==> src/hdl/i2cbm_pkg.sv <==
// Shared types, codes and helpers for the I2C bit-level master.
package i2cbm_pkg;

   localparam logic [2:0] FUNC_START = 3'd1;
   localparam logic [2:0] FUNC_STOP  = 3'd2;
   localparam logic [2:0] FUNC_WRITE = 3'd3;
   localparam logic [2:0] FUNC_READ  = 3'd4;

   localparam logic [2:0] CSR_ADDR_UNIT    = 3'd0;
   localparam logic [2:0] CSR_ADDR_TIMEOUT = 3'd4;

   localparam logic [15:0] UNIT_TICKS_RESET  = 16'd100;
   localparam logic [15:0] ACK_TIMEOUT_RESET = 16'd250;

   // delay lengths as left shifts of the unit
   localparam logic [1:0] DLY_1U = 2'd0;
   localparam logic [1:0] DLY_2U = 2'd1;
   localparam logic [1:0] DLY_4U = 2'd2;

   localparam int QUEUE_DEPTH = 2;
   localparam int QUEUE_AW    = $clog2(QUEUE_DEPTH);
   localparam int QUEUE_CW    = $clog2(QUEUE_DEPTH + 1);

   typedef enum logic [3:0] {
      PH_IDLE,
      PH_ST_A,
      PH_ST_B,
      PH_SP_A,
      PH_SP_B,
      PH_WR_LO,
      PH_WR_HI,
      PH_WR_TAIL,
      PH_AK_REL,
      PH_AK_HI,
      PH_AK_POLL,
      PH_RD_LO,
      PH_RD_HI,
      PH_AC_LO,
      PH_AC_HI
   } phase_type;

   typedef enum logic [2:0] {
      CMD_NONE,
      CMD_START,
      CMD_STOP,
      CMD_WRITE,
      CMD_READ
   } cmd_type;

   typedef struct packed {
      cmd_type    cmd;
      logic [7:0] tx_byte;
      logic       send_ack;
      logic       sda_in;
   } item_type;

   typedef struct packed {
      logic       ack_failed;
      logic [7:0] rx_byte;
      logic       done_res;
      logic       busy_res;
      logic       sda_drive_en;
      logic       sda_out;
      logic       scl_out;
   } result_type;

   function automatic logic [17:0] calc_delay(input logic [15:0] unit, input logic [1:0] sh);
      logic [17:0] d;
      d = {2'b00, unit} << sh;
      return (d == 18'd0) ? 18'd1 : d;
   endfunction

endpackage

==> src/hdl/i2cbm_front.sv <==
// Request decode and command queue in front of the bit engine.
module i2cbm_front
   import i2cbm_pkg::*;
(
   input  logic        clock,
   input  logic        reset,
   input  logic        req_tvalid,
   output logic        req_tready,
   input  logic [15:0] req_tdata,
   output logic        q_valid,
   output item_type    q_item,
   input  logic        q_pop
);

   item_type              mem_ff [QUEUE_DEPTH];
   logic [QUEUE_AW-1:0]   wr_ptr_ff, wr_ptr_in;
   logic [QUEUE_AW-1:0]   rd_ptr_ff, rd_ptr_in;
   logic [QUEUE_CW-1:0]   count_ff, count_in;
   item_type              item;
   logic                  push;
   logic                  pop;

   always_comb begin
      unique case (req_tdata[2:0])
         FUNC_START: item.cmd = CMD_START;
         FUNC_STOP:  item.cmd = CMD_STOP;
         FUNC_WRITE: item.cmd = CMD_WRITE;
         FUNC_READ:  item.cmd = CMD_READ;
         default:    item.cmd = CMD_NONE;
      endcase
      item.tx_byte  = req_tdata[10:3];
      item.send_ack = req_tdata[11];
      item.sda_in   = req_tdata[12];
   end

   assign req_tready = (count_ff != QUEUE_CW'(QUEUE_DEPTH));
   assign push       = req_tvalid && req_tready;
   assign q_valid    = (count_ff != '0);
   assign pop        = q_pop && q_valid;
   assign q_item     = mem_ff[rd_ptr_ff];

   always_comb begin
      wr_ptr_in = push ? wr_ptr_ff + QUEUE_AW'(1) : wr_ptr_ff;
      rd_ptr_in = pop ? rd_ptr_ff + QUEUE_AW'(1) : rd_ptr_ff;
      count_in  = count_ff + QUEUE_CW'(push) - QUEUE_CW'(pop);
   end

   always_ff @(posedge clock) begin
      if (reset) begin
         wr_ptr_ff <= '0;
         rd_ptr_ff <= '0;
         count_ff  <= '0;
      end else begin
         wr_ptr_ff <= wr_ptr_in;
         rd_ptr_ff <= rd_ptr_in;
         count_ff  <= count_in;
      end
   end

   always_ff @(posedge clock) begin
      if (push) begin
         mem_ff[wr_ptr_ff] <= item;
      end
   end

endmodule

==> src/hdl/i2cbm_engine.sv <==
// Bit engine: one tick of the I2C sequencer per request, with result register.
module i2cbm_engine
   import i2cbm_pkg::*;
(
   input  logic        clock,
   input  logic        reset,
   input  logic        q_valid,
   input  item_type    q_item,
   output logic        q_pop,
   input  logic [15:0] unit_ticks,
   input  logic [15:0] ack_timeout_ticks,
   output logic        rsp_valid,
   input  logic        rsp_ready,
   output result_type  rsp_result
);

   phase_type   phase_ff, phase_in;
   logic [3:0]  bit_ff, bit_in;
   logic [7:0]  shift_ff, shift_in;
   logic [17:0] delay_ff, delay_in;
   logic [15:0] wait_ff, wait_in;
   logic        ack_ff, ack_in;
   logic        scl_ff, scl_in;
   logic        sda_ff, sda_in;
   logic        en_ff, en_in;
   logic        fail_ff, fail_in;
   logic [7:0]  rx_ff, rx_in;
   logic        rsp_valid_ff, rsp_valid_in;
   result_type  rsp_ff, rsp_in;
   logic        step;
   logic        done;
   logic [17:0] dec;

   assign step       = q_valid && (!rsp_valid_ff || rsp_ready);
   assign q_pop      = step;
   assign rsp_valid  = rsp_valid_ff;
   assign rsp_result = rsp_ff;
   assign dec        = (delay_ff != 18'd0) ? delay_ff - 18'd1 : 18'd0;

   always_comb begin
      phase_in = phase_ff;
      bit_in   = bit_ff;
      shift_in = shift_ff;
      delay_in = delay_ff;
      wait_in  = wait_ff;
      ack_in   = ack_ff;
      scl_in   = scl_ff;
      sda_in   = sda_ff;
      en_in    = en_ff;
      fail_in  = fail_ff;
      rx_in    = rx_ff;
      done     = 1'b0;
      if (step) begin
         unique case (phase_ff)
            PH_IDLE: begin
               unique case (q_item.cmd)
                  CMD_START: begin
                     scl_in = 1'b1; sda_in = 1'b1; en_in = 1'b1;
                     delay_in = calc_delay(unit_ticks, DLY_4U);
                     phase_in = PH_ST_A;
                  end
                  CMD_STOP: begin
                     scl_in = 1'b0; sda_in = 1'b0; en_in = 1'b1;
                     delay_in = calc_delay(unit_ticks, DLY_4U);
                     phase_in = PH_SP_A;
                  end
                  CMD_WRITE: begin
                     fail_in  = 1'b0;
                     bit_in   = 4'd0;
                     scl_in = 1'b0; sda_in = q_item.tx_byte[7]; en_in = 1'b1;
                     shift_in = {q_item.tx_byte[6:0], 1'b0};
                     delay_in = calc_delay(unit_ticks, DLY_2U);
                     phase_in = PH_WR_LO;
                  end
                  CMD_READ: begin
                     ack_in   = q_item.send_ack;
                     bit_in   = 4'd0;
                     shift_in = 8'd0;
                     scl_in = 1'b0; sda_in = 1'b1; en_in = 1'b0;
                     delay_in = calc_delay(unit_ticks, DLY_2U);
                     phase_in = PH_RD_LO;
                  end
                  default: ;
               endcase
            end
            PH_AK_POLL: begin
               if (!q_item.sda_in) begin
                  scl_in = 1'b0; sda_in = 1'b1; en_in = 1'b0;
                  phase_in = PH_IDLE;
                  done     = 1'b1;
               end else if (wait_ff >= ack_timeout_ticks) begin
                  fail_in = 1'b1;
                  scl_in = 1'b0; sda_in = 1'b0; en_in = 1'b1;
                  delay_in = calc_delay(unit_ticks, DLY_4U);
                  phase_in = PH_SP_A;
               end else begin
                  wait_in = wait_ff + 16'd1;
               end
            end
            default: begin
               delay_in = dec;
               if (dec == 18'd0) begin
                  unique case (phase_ff)
                     PH_ST_A: begin
                        sda_in = 1'b0; en_in = 1'b1;
                        delay_in = calc_delay(unit_ticks, DLY_4U);
                        phase_in = PH_ST_B;
                     end
                     PH_ST_B: begin
                        scl_in = 1'b0; sda_in = 1'b0; en_in = 1'b1;
                        phase_in = PH_IDLE;
                        done     = 1'b1;
                     end
                     PH_SP_A: begin
                        scl_in = 1'b1; sda_in = 1'b1; en_in = 1'b1;
                        delay_in = calc_delay(unit_ticks, DLY_4U);
                        phase_in = PH_SP_B;
                     end
                     PH_SP_B: begin
                        phase_in = PH_IDLE;
                        done     = 1'b1;
                     end
                     PH_WR_LO: begin
                        scl_in = 1'b1; en_in = 1'b1;
                        delay_in = calc_delay(unit_ticks, DLY_2U);
                        phase_in = PH_WR_HI;
                     end
                     PH_WR_HI: begin
                        scl_in = 1'b0; en_in = 1'b1;
                        delay_in = calc_delay(unit_ticks, DLY_2U);
                        phase_in = PH_WR_TAIL;
                     end
                     PH_WR_TAIL: begin
                        bit_in = bit_ff + 4'd1;
                        if (bit_in < 4'd8) begin
                           scl_in = 1'b0; sda_in = shift_ff[7]; en_in = 1'b1;
                           shift_in = {shift_ff[6:0], 1'b0};
                           delay_in = calc_delay(unit_ticks, DLY_2U);
                           phase_in = PH_WR_LO;
                        end else begin
                           scl_in = 1'b0; sda_in = 1'b1; en_in = 1'b0;
                           delay_in = calc_delay(unit_ticks, DLY_1U);
                           phase_in = PH_AK_REL;
                        end
                     end
                     PH_AK_REL: begin
                        scl_in = 1'b1; sda_in = 1'b1; en_in = 1'b0;
                        delay_in = calc_delay(unit_ticks, DLY_1U);
                        phase_in = PH_AK_HI;
                     end
                     PH_AK_HI: begin
                        wait_in  = 16'd0;
                        phase_in = PH_AK_POLL;
                     end
                     PH_RD_LO: begin
                        scl_in = 1'b1; sda_in = 1'b1; en_in = 1'b0;
                        shift_in = {shift_ff[6:0], q_item.sda_in};
                        bit_in   = bit_ff + 4'd1;
                        delay_in = calc_delay(unit_ticks, DLY_1U);
                        phase_in = PH_RD_HI;
                     end
                     PH_RD_HI: begin
                        if (bit_ff < 4'd8) begin
                           scl_in = 1'b0; sda_in = 1'b1; en_in = 1'b0;
                           delay_in = calc_delay(unit_ticks, DLY_2U);
                           phase_in = PH_RD_LO;
                        end else begin
                           rx_in  = shift_ff;
                           scl_in = 1'b0; sda_in = !ack_ff; en_in = 1'b1;
                           delay_in = calc_delay(unit_ticks, DLY_2U);
                           phase_in = PH_AC_LO;
                        end
                     end
                     PH_AC_LO: begin
                        scl_in = 1'b1; en_in = 1'b1;
                        delay_in = calc_delay(unit_ticks, DLY_2U);
                        phase_in = PH_AC_HI;
                     end
                     PH_AC_HI: begin
                        scl_in = 1'b0; en_in = 1'b1;
                        phase_in = PH_IDLE;
                        done     = 1'b1;
                     end
                     default: phase_in = PH_IDLE;
                  endcase
               end
            end
         endcase
      end

      rsp_in.scl_out      = scl_in;
      rsp_in.sda_out      = sda_in;
      rsp_in.sda_drive_en = en_in;
      rsp_in.busy_res     = (phase_in != PH_IDLE);
      rsp_in.done_res     = done;
      rsp_in.rx_byte      = rx_in;
      rsp_in.ack_failed   = fail_in;
      rsp_valid_in        = step || (rsp_valid_ff && !rsp_ready);
   end

   always_ff @(posedge clock) begin
      if (reset) begin
         phase_ff     <= PH_IDLE;
         bit_ff       <= 4'd0;
         shift_ff     <= 8'd0;
         delay_ff     <= 18'd0;
         wait_ff      <= 16'd0;
         ack_ff       <= 1'b0;
         scl_ff       <= 1'b1;
         sda_ff       <= 1'b1;
         en_ff        <= 1'b1;
         fail_ff      <= 1'b0;
         rx_ff        <= 8'd0;
         rsp_valid_ff <= 1'b0;
      end else begin
         phase_ff     <= phase_in;
         bit_ff       <= bit_in;
         shift_ff     <= shift_in;
         delay_ff     <= delay_in;
         wait_ff      <= wait_in;
         ack_ff       <= ack_in;
         scl_ff       <= scl_in;
         sda_ff       <= sda_in;
         en_ff        <= en_in;
         fail_ff      <= fail_in;
         rx_ff        <= rx_in;
         rsp_valid_ff <= rsp_valid_in;
      end
   end

   always_ff @(posedge clock) begin
      if (step) begin
         rsp_ff <= rsp_in;
      end
   end

endmodule

==> src/hdl/i2c_bit_level_master.sv <==
// Top level of the I2C bit-level master: register port, request queue, bit engine.
// An accepted request waits in the queue until the engine steps on it; the engine then
// holds its result in the result register until taken. Throughput: one request per cycle
// unless results stall; the engine advances the bus sequencer one tick per request, and a
// two-entry queue plus a result register decouple both streams.
// Reset (synchronous, active high): engine idle, SCL and SDA high and driven,
// flags and received byte zero, unit_ticks 100, ack_timeout_ticks 250.
module i2c_bit_level_master
   import i2cbm_pkg::*;
(
   input  logic        clock,
   input  logic        reset,
   input  logic        req_tvalid,
   output logic        req_tready,
   input  logic [15:0] req_tdata,   // func[2:0], tx_byte[10:3], send_ack[11], sda_in[12]
   output logic        rsp_tvalid,
   input  logic        rsp_tready,
   output logic [15:0] rsp_tdata,   // scl_out[0], sda_out[1], sda_drive_en[2], busy_res[3],
                                    // done_res[4], rx_byte[12:5], ack_failed[13]
   input  logic        csr_psel,
   input  logic        csr_penable,
   input  logic        csr_pwrite,
   input  logic [2:0]  csr_paddr,
   input  logic [31:0] csr_pwdata,
   output logic [31:0] csr_prdata,
   output logic        csr_pready
);

   logic [15:0] unit_ticks_ff, unit_ticks_in;
   logic [15:0] timeout_ff, timeout_in;
   logic        csr_wr;
   logic        q_valid;
   item_type    q_item;
   logic        q_pop;
   result_type  rsp_result;

   assign csr_pready = 1'b1;
   assign csr_wr     = csr_psel && csr_penable && csr_pwrite && csr_pready;

   always_comb begin
      unit_ticks_in = unit_ticks_ff;
      timeout_in    = timeout_ff;
      if (csr_wr && csr_paddr == CSR_ADDR_UNIT) begin
         unit_ticks_in = csr_pwdata[15:0];
      end
      if (csr_wr && csr_paddr == CSR_ADDR_TIMEOUT) begin
         timeout_in = csr_pwdata[15:0];
      end
      unique case (csr_paddr)
         CSR_ADDR_UNIT:    csr_prdata = {16'd0, unit_ticks_ff};
         CSR_ADDR_TIMEOUT: csr_prdata = {16'd0, timeout_ff};
         default:          csr_prdata = 32'd0;
      endcase
   end

   always_ff @(posedge clock) begin
      if (reset) begin
         unit_ticks_ff <= UNIT_TICKS_RESET;
         timeout_ff    <= ACK_TIMEOUT_RESET;
      end else begin
         unit_ticks_ff <= unit_ticks_in;
         timeout_ff    <= timeout_in;
      end
   end

   i2cbm_front u_front (
      .clock      (clock),
      .reset      (reset),
      .req_tvalid (req_tvalid),
      .req_tready (req_tready),
      .req_tdata  (req_tdata),
      .q_valid    (q_valid),
      .q_item     (q_item),
      .q_pop      (q_pop)
   );

   i2cbm_engine u_engine (
      .clock             (clock),
      .reset             (reset),
      .q_valid           (q_valid),
      .q_item            (q_item),
      .q_pop             (q_pop),
      .unit_ticks        (unit_ticks_ff),
      .ack_timeout_ticks (timeout_ff),
      .rsp_valid         (rsp_tvalid),
      .rsp_ready         (rsp_tready),
      .rsp_result        (rsp_result)
   );

   assign rsp_tdata = {2'b00, rsp_result};

endmodule
==> config.mk <==
export PLATFORM = sky130hd
export DESIGN_NAME = i2c_bit_level_master
export DESIGN_NICKNAME = d
export VERILOG_FILES = /design/src/hdl/i2cbm_pkg.sv /design/src/hdl/i2cbm_front.sv /design/src/hdl/i2cbm_engine.sv /design/src/hdl/i2c_bit_level_master.sv
export SDC_FILE = /design/constraint.sdc
export NUM_CORES = 1
export LEC_CHECK = 0
export BUFFER_PORTS_ARGS = -buffer_cell sky130_fd_sc_hd__buf_2
export CAP_MARGIN = 15
export CORE_ASPECT_RATIO = 0.5
export CORE_MARGIN = 2
export CORE_UTILIZATION = 47
export CTS_BUF_LIST = sky130_fd_sc_hd__clkbuf_16
export CTS_CLUSTER_DIAMETER = 120
export CTS_CLUSTER_SIZE = 24
export DETAILED_ROUTE_END_ITERATION = 6
export PLACE_DENSITY = 0.74
export SETUP_SLACK_MARGIN = 0.15
export SKIP_CTS_REPAIR_TIMING = 1
export SLEW_MARGIN = 40
export SYNTH_ARGS = -nofsm -noshare
export SYNTH_HDL_FRONTEND = slang
export SYNTH_SLANG_ARGS = --single-unit
==> constraint.sdc <==
create_clock -name clock -period 3.7 [get_ports clock]
set_clock_uncertainty 0.2 [all_clocks]
set_input_delay 0.37 -clock clock [delete_from_list [all_inputs] [get_ports clock]]
set_output_delay 0.37 -clock clock [all_outputs]
set_load 0.01 [all_outputs]
Yosys cells after proc, flatten, opt, wreduce, memory -nomap -nowiden
Memory sizes are Yosys's and may differ from the RTL's. A register that Yosys moved wholly into a read port is not among the register bits.
Index checks and enable logic that the tools add are counted.
- multiplexer cells: 79
- bitwise operators: 2
- reductions and logical operators: 48
- $add $sub $neg: 7
- equality and inequality tests: 31
- order comparisons: 3
- operator list (cell ; number):
    $mux W18 ; 6
    $mux W16 ; 5
    $logic_not A18 Y1 ; 4
    $pmux W18 S2 ; 2
    $pmux W18 S4 ; 1
    $pmux W16 S2 ; 2
    $mux W8 ; 7
    $pmux W8 S2 ; 3
    $pmux W4 S10 ; 1
    $mux W4 ; 8
    $eq A4 B4 Y1 const B ; 7
    $mux W1 ; 27
    $reduce_bool A18 Y1 ; 1
    $sub A18 B1 Y18 const B ; 1
    $mux W17 ; 1
    $add A16 B1 Y16 const B ; 1
    $eq A4 B3 Y1 const B ; 4
    $ge A16 B16 Y1 ; 1
    $pmux W1 S2 ; 8
    $pmux W4 S2 ; 2
    $pmux W4 S4 ; 1
    $reduce_or A2 Y1 ; 8
    $eq A3 B2 Y1 const B ; 4
    $pmux W3 S4 ; 1
    33 further kinds ; 64
- bits in registers: 114
- bits in writable memories: 26
- output and inout port bits: 51
- memories: 1
- memory list (memory ; depth ; width ; read ports ; clocked after Yosys merged registers in ; wr ports ; RTL line ; source):
    u_front.mem_ff ; 2 ; 13 ; 1 ; 1 ; 1 ; i2cbm_front.sv:15 ; item_type mem_ff [QUEUE_DEPTH];

Longest topological paths before layout
- depth in word-level cells: 8
- gate-level depth with buffers: 12
- mapped depth without buffers: 10

Cells and area by module
From an unflattened synthesis, not the netlist that was laid out.
- cell total of the unflattened synthesis: 929
- area, all modules: 8271.7 um^2
- modules (own cells, without submodules) (module ; area each (um^2) ; times used ; cells an instance):
    i2cbm_engine ; 5312.6 ; 1 ; 665
    i2c_bit_level_master ; 1749.2 ; 1 ; 192
    i2cbm_front ; 1209.9 ; 1 ; 72

Worst setup path after synthesis
No wires, ideal clock.
- path type: register -> register
- start: register u_engine.delay_ff[0]
- end: register u_engine.rsp_ff (netlist bit u_engine.rsp_result[3]) (data pin)
- data arrival time: 2725 ps
- stages on the path, launching flop included: 12
- period minus slack after synthesis: 3196 ps
- path slack: 504 ps
- cells stage by stage: dfxtp_1 > inv_1 > ha_1 > or4b_1 > nor3_2 > xor2_1 > nor4_4 > a21o_4 > clkbuf_1 > nand4_1 > a2bb2oi_1 > nand4_1
- RTL lines (item ; RTL line ; source):
    start: declaration ; i2cbm_engine.sv:20 ; logic [17:0] delay_ff, delay_in;
    start signal: assignment ; i2cbm_engine.sv:219 ; delay_ff <= delay_in;
    end signal: assignment ; i2cbm_engine.sv:233 ; rsp_ff <= rsp_in;
    end: declaration ; i2cbm_engine.sv:29 ; result_type rsp_ff, rsp_in;

==> results.sh <==
export IMPL_gp_congestion=1.01
export IMPL_synth_seq_cells=141
export IMPL_status="finished, violations left"
export IMPL_overflow=0
export IMPL_numCtsBuffers=17
export IMPL_final_max_slew_viol_count=0
export IMPL_hold_viol=2
export IMPL_clockBufferDepth=2
export IMPL_synth_edf_count=40
export IMPL_startpoint_type="register"
export IMPL_rr_endpoint="u_engine.rsp_result[3]$_DFFE_PP_"
export IMPL_die_height_um=96.8
export IMPL_die_x_um=190
export IMPL_rows=33
export IMPL_avgSynthCellArea_um2=8.55
export IMPL_worstPathArrival_ns=3.32
export IMPL_postRouteAntennaNets=0
export IMPL_cp_max_fo=19
export IMPL_seq_area_um2=3220
export IMPL_fin_nets=1092
export IMPL_remaining_drc_errors=0
export IMPL_end_kind="register"
export IMPL_synthCells=947
export IMPL_yosysWarnings=0
export IMPL_clk_latency_ns=0.43
export IMPL_finalCriticalPeriod_ns=3.36
export IMPL_portBuffers=70
export IMPL_holdWs_ns=-0.00451
export IMPL_fp_dieArea_um2=18400
export IMPL_wire_per_inst_um=18.5
export IMPL_first_global_vias=7066
export IMPL_wl_mm=23.2
export IMPL_crit_required_ns=3.66
export IMPL_synthArstFlopShare_pct=0
export IMPL_clkSlewWorstSetupHoldPaths_ns=0.06
export IMPL_antenna_found_initial=0
export IMPL_grt_pass1_wl_mm=37.2
export IMPL_p_leak_nw=3.49
export IMPL_max_slew_worst_pin_slew_ns=0.835
export IMPL_synth_distinct_cells=80
export IMPL_synthFlopType="dfxtp_1"
export IMPL_start_util_pct=48.8
export IMPL_drt_initial_drc_count=823
export IMPL_synth_area_um2=8100
export IMPL_ir_drop_v=0.000463
export IMPL_grt_max_degree=56
export IMPL_clockRootBuffer="clkbuf_16"
export IMPL_avgViaCountPerCell=6.07
export IMPL_r2r_slack_ns=0.34
export IMPL_finalSetupViolCount=0
export IMPL_drt_pass1_iterations=7
export IMPL_clock_sinks=141
export IMPL_syn_to_final_growth_pct=15.3
export IMPL_n_fill_cell=1465
export IMPL_violations="negative hold slack"
export IMPL_grt_total_usage_pct=25.4
export IMPL_reg2regPathDepth=12
export IMPL_cts_tree="done"
export IMPL_power_density_nw_per_um2=806
export IMPL_antenna_cells=0
export IMPL_hold_path_class="in -> reg"
export IMPL_route_vias_total=7600
export IMPL_power_mw=7.53
export IMPL_finalSetupTns_ns=0
export IMPL_drive_above_1_share_pct=15.6
export IMPL_multi_input_area_um2=4420
export IMPL_hold_path_end="timeout_ff[3]$_SDFFE_PP1P_"
export IMPL_io_pins=109
export IMPL_whs_path_depth=3
export IMPL_htree_levels=4
export IMPL_fp_coreArea_um2=16600
export IMPL_holdCritStartpoint="csr_pwdata[3]"
export IMPL_relSlewSlack_pct=44.3
export IMPL_r2r_start="u_engine.delay_ff[0]$_SDFFE_PP0P_"
export IMPL_synth_seq_area_share_pct=39.8
export IMPL_fmax_mhz=298
export IMPL_drv_cap=0
export IMPL_postLayoutCoreUtil_pct=56.3
export IMPL_dp_hpwl_mm=16.2
export IMPL_timing_final_crit_share_pct=90.8
export IMPL_rsz0062_at_grt="false"
export IMPL_critPathKind="reg -> reg"
## cell type report
type	count	area share, %
multi-input combinational	701	47.3
sequential	141	34.5
timing repair buffer	122	8.54
tap	227	3.04
clock buffer	17	4.55
inverter	30	1.21
clock inverter	15	0.884
## cell usage in the layout, fill, tap and decap left out, types with 15 or more instances in the layout
| cell type | count |
|---|---|
| a211oi_1 | 16 |
| a21oi_1 | 82 |
| a222oi_1 | 18 |
| a22o_1 | 17 |
| buf_2 | 70 |
| buf_4 | 33 |
| clkbuf_16 | 17 |
| conb_1 | 19 |
| dfxtp_1 | 101 |
| dlygate4sd3_1 | 18 |
| edfxtp_1 | 40 |
| ha_1 | 21 |
| inv_1 | 29 |
| mux2i_1 | 15 |
| nand2_1 | 112 |
| nor2_1 | 70 |
| nor3_1 | 34 |
| o21ai_0 | 32 |
| o21ai_1 | 19 |
## layer usage
metal / track usage, % / wire (µm)
met5: 0 / 0
met4: 7.45 / 397
met3: 6.20 / 2070
met2: 40.1 / 10500
met1: 34.5 / 10200
## through the flow
| step | instance area [µm²] | instances | hold WS (ns) | setup slack [ns] |
|---|---|---|---|---|
| after global routing | 9340 | 1253 | 0.00490 | 0.153 |
| after CTS | 9100 | 1232 | -0.0780 | 0.0648 |
| final | 9340 | 1253 | -0.00451 | 0.340 |
| after floorplan | 8170 | 964 | 0.250 | 0.504 |
| after global placement | 8590 | 1200 | 0.261 | 0.166 |
| after detailed placement | 8600 | 1200 | 0.271 | 0.0763 |
## flip-flops by register name (all words and copies together) (netlist names), 2 cells and up, named ones only
register             count
u_engine.delay_ff       18
u_engine.shift_ff        8
u_engine.rsp_result     14
u_engine.phase_ff        4
timeout_ff              16
u_front.mem_ff          26
u_engine.bit_ff          4
u_front.count_ff         2
unit_ticks_ff           16
u_engine.wait_ff        16
u_engine.rx_ff           8
## worst max path at each step
stage | start | slack (ns) | cells after the start | endpoint
after floorplan | u_engine.delay_ff[0]$_SDFFE_PP0P_ | 0.50 | 11 | u_engine.rsp_result[3]$_DFFE_PP_
after global placement | u_engine.delay_ff[0]$_SDFFE_PP0P_ | 0.17 | 10 | u_engine.rx_ff[5]$_SDFF_PP0_
final | u_engine.delay_ff[0]$_SDFFE_PP0P_ | 0.34 | 12 | u_engine.rsp_result[3]$_DFFE_PP_
after CTS | u_engine.delay_ff[0]$_SDFFE_PP0P_ | 0.06 | 10 | u_engine.rx_ff[4]$_SDFF_PP0_
after detailed placement | u_engine.delay_ff[0]$_SDFFE_PP0P_ | 0.08 | 10 | u_engine.rx_ff[4]$_SDFF_PP0_
after global routing | u_engine.delay_ff[0]$_SDFFE_PP0P_ | 0.15 | 12 | u_engine.rsp_result[3]$_DFFE_PP_
## cell usage after synthesis, types with 11 or more instances
cell type,count,area share [%]
clkbuf_1,50,2.3
buf_4,19,1.8
a21oi_1,83,5.1
dfxtp_1,101,25
nor2_1,71,3.3
inv_1,28,1.3
ha_1,21,3.2
a211oi_1,16,1.5
nand4_1,11,0.85
buf_1,13,0.60
nor3_1,35,2.2
nand2_1,112,5.2
edfxtp_1,40,15
xnor2_1,14,1.5
o21ai_1,18,1.1
nand3_1,14,0.86
a22o_1,17,1.8
mux2i_1,15,1.9
a222oi_1,18,2.2
nor4_1,13,1.0
a221oi_1,12,1.3
o21ai_0,33,2.0
and2_1,14,1.1
## power by group
group	total, mW	switching [mW]	internal (mW)	leakage [nW]
clock	1.49	0.653	0.835	0.239
combinational	3.85	2.40	1.45	2.05
sequential	2.19	0.286	1.91	1.19
total	7.53	3.34	4.20	3.49
## critical path, cell delays in order (launching register included)
cell	delay [ns]
dfxtp_1	0.37
inv_1	0.12
ha_1	0.24
or4b_1	0.55
nor3_4	0.18
xor2_2	0.23
nor4_4	0.05
buf_4	0.17
a21o_4	0.29
buf_4	0.18
a31oi_1	0.16
a2bb2oi_1	0.23
nand4_1	0.12
## cell families after synthesis
group / share of synthesized area [%]
simple gates: 20.5
compound gates: 23.2
flops: 39.8
buf+inv: 6.92
mux: 3.61
xor+xnor: 2.49
fa+ha+maj: 3.37
other cells: 0.0927
No activity file was read; power rests on OpenSTA's default activity.
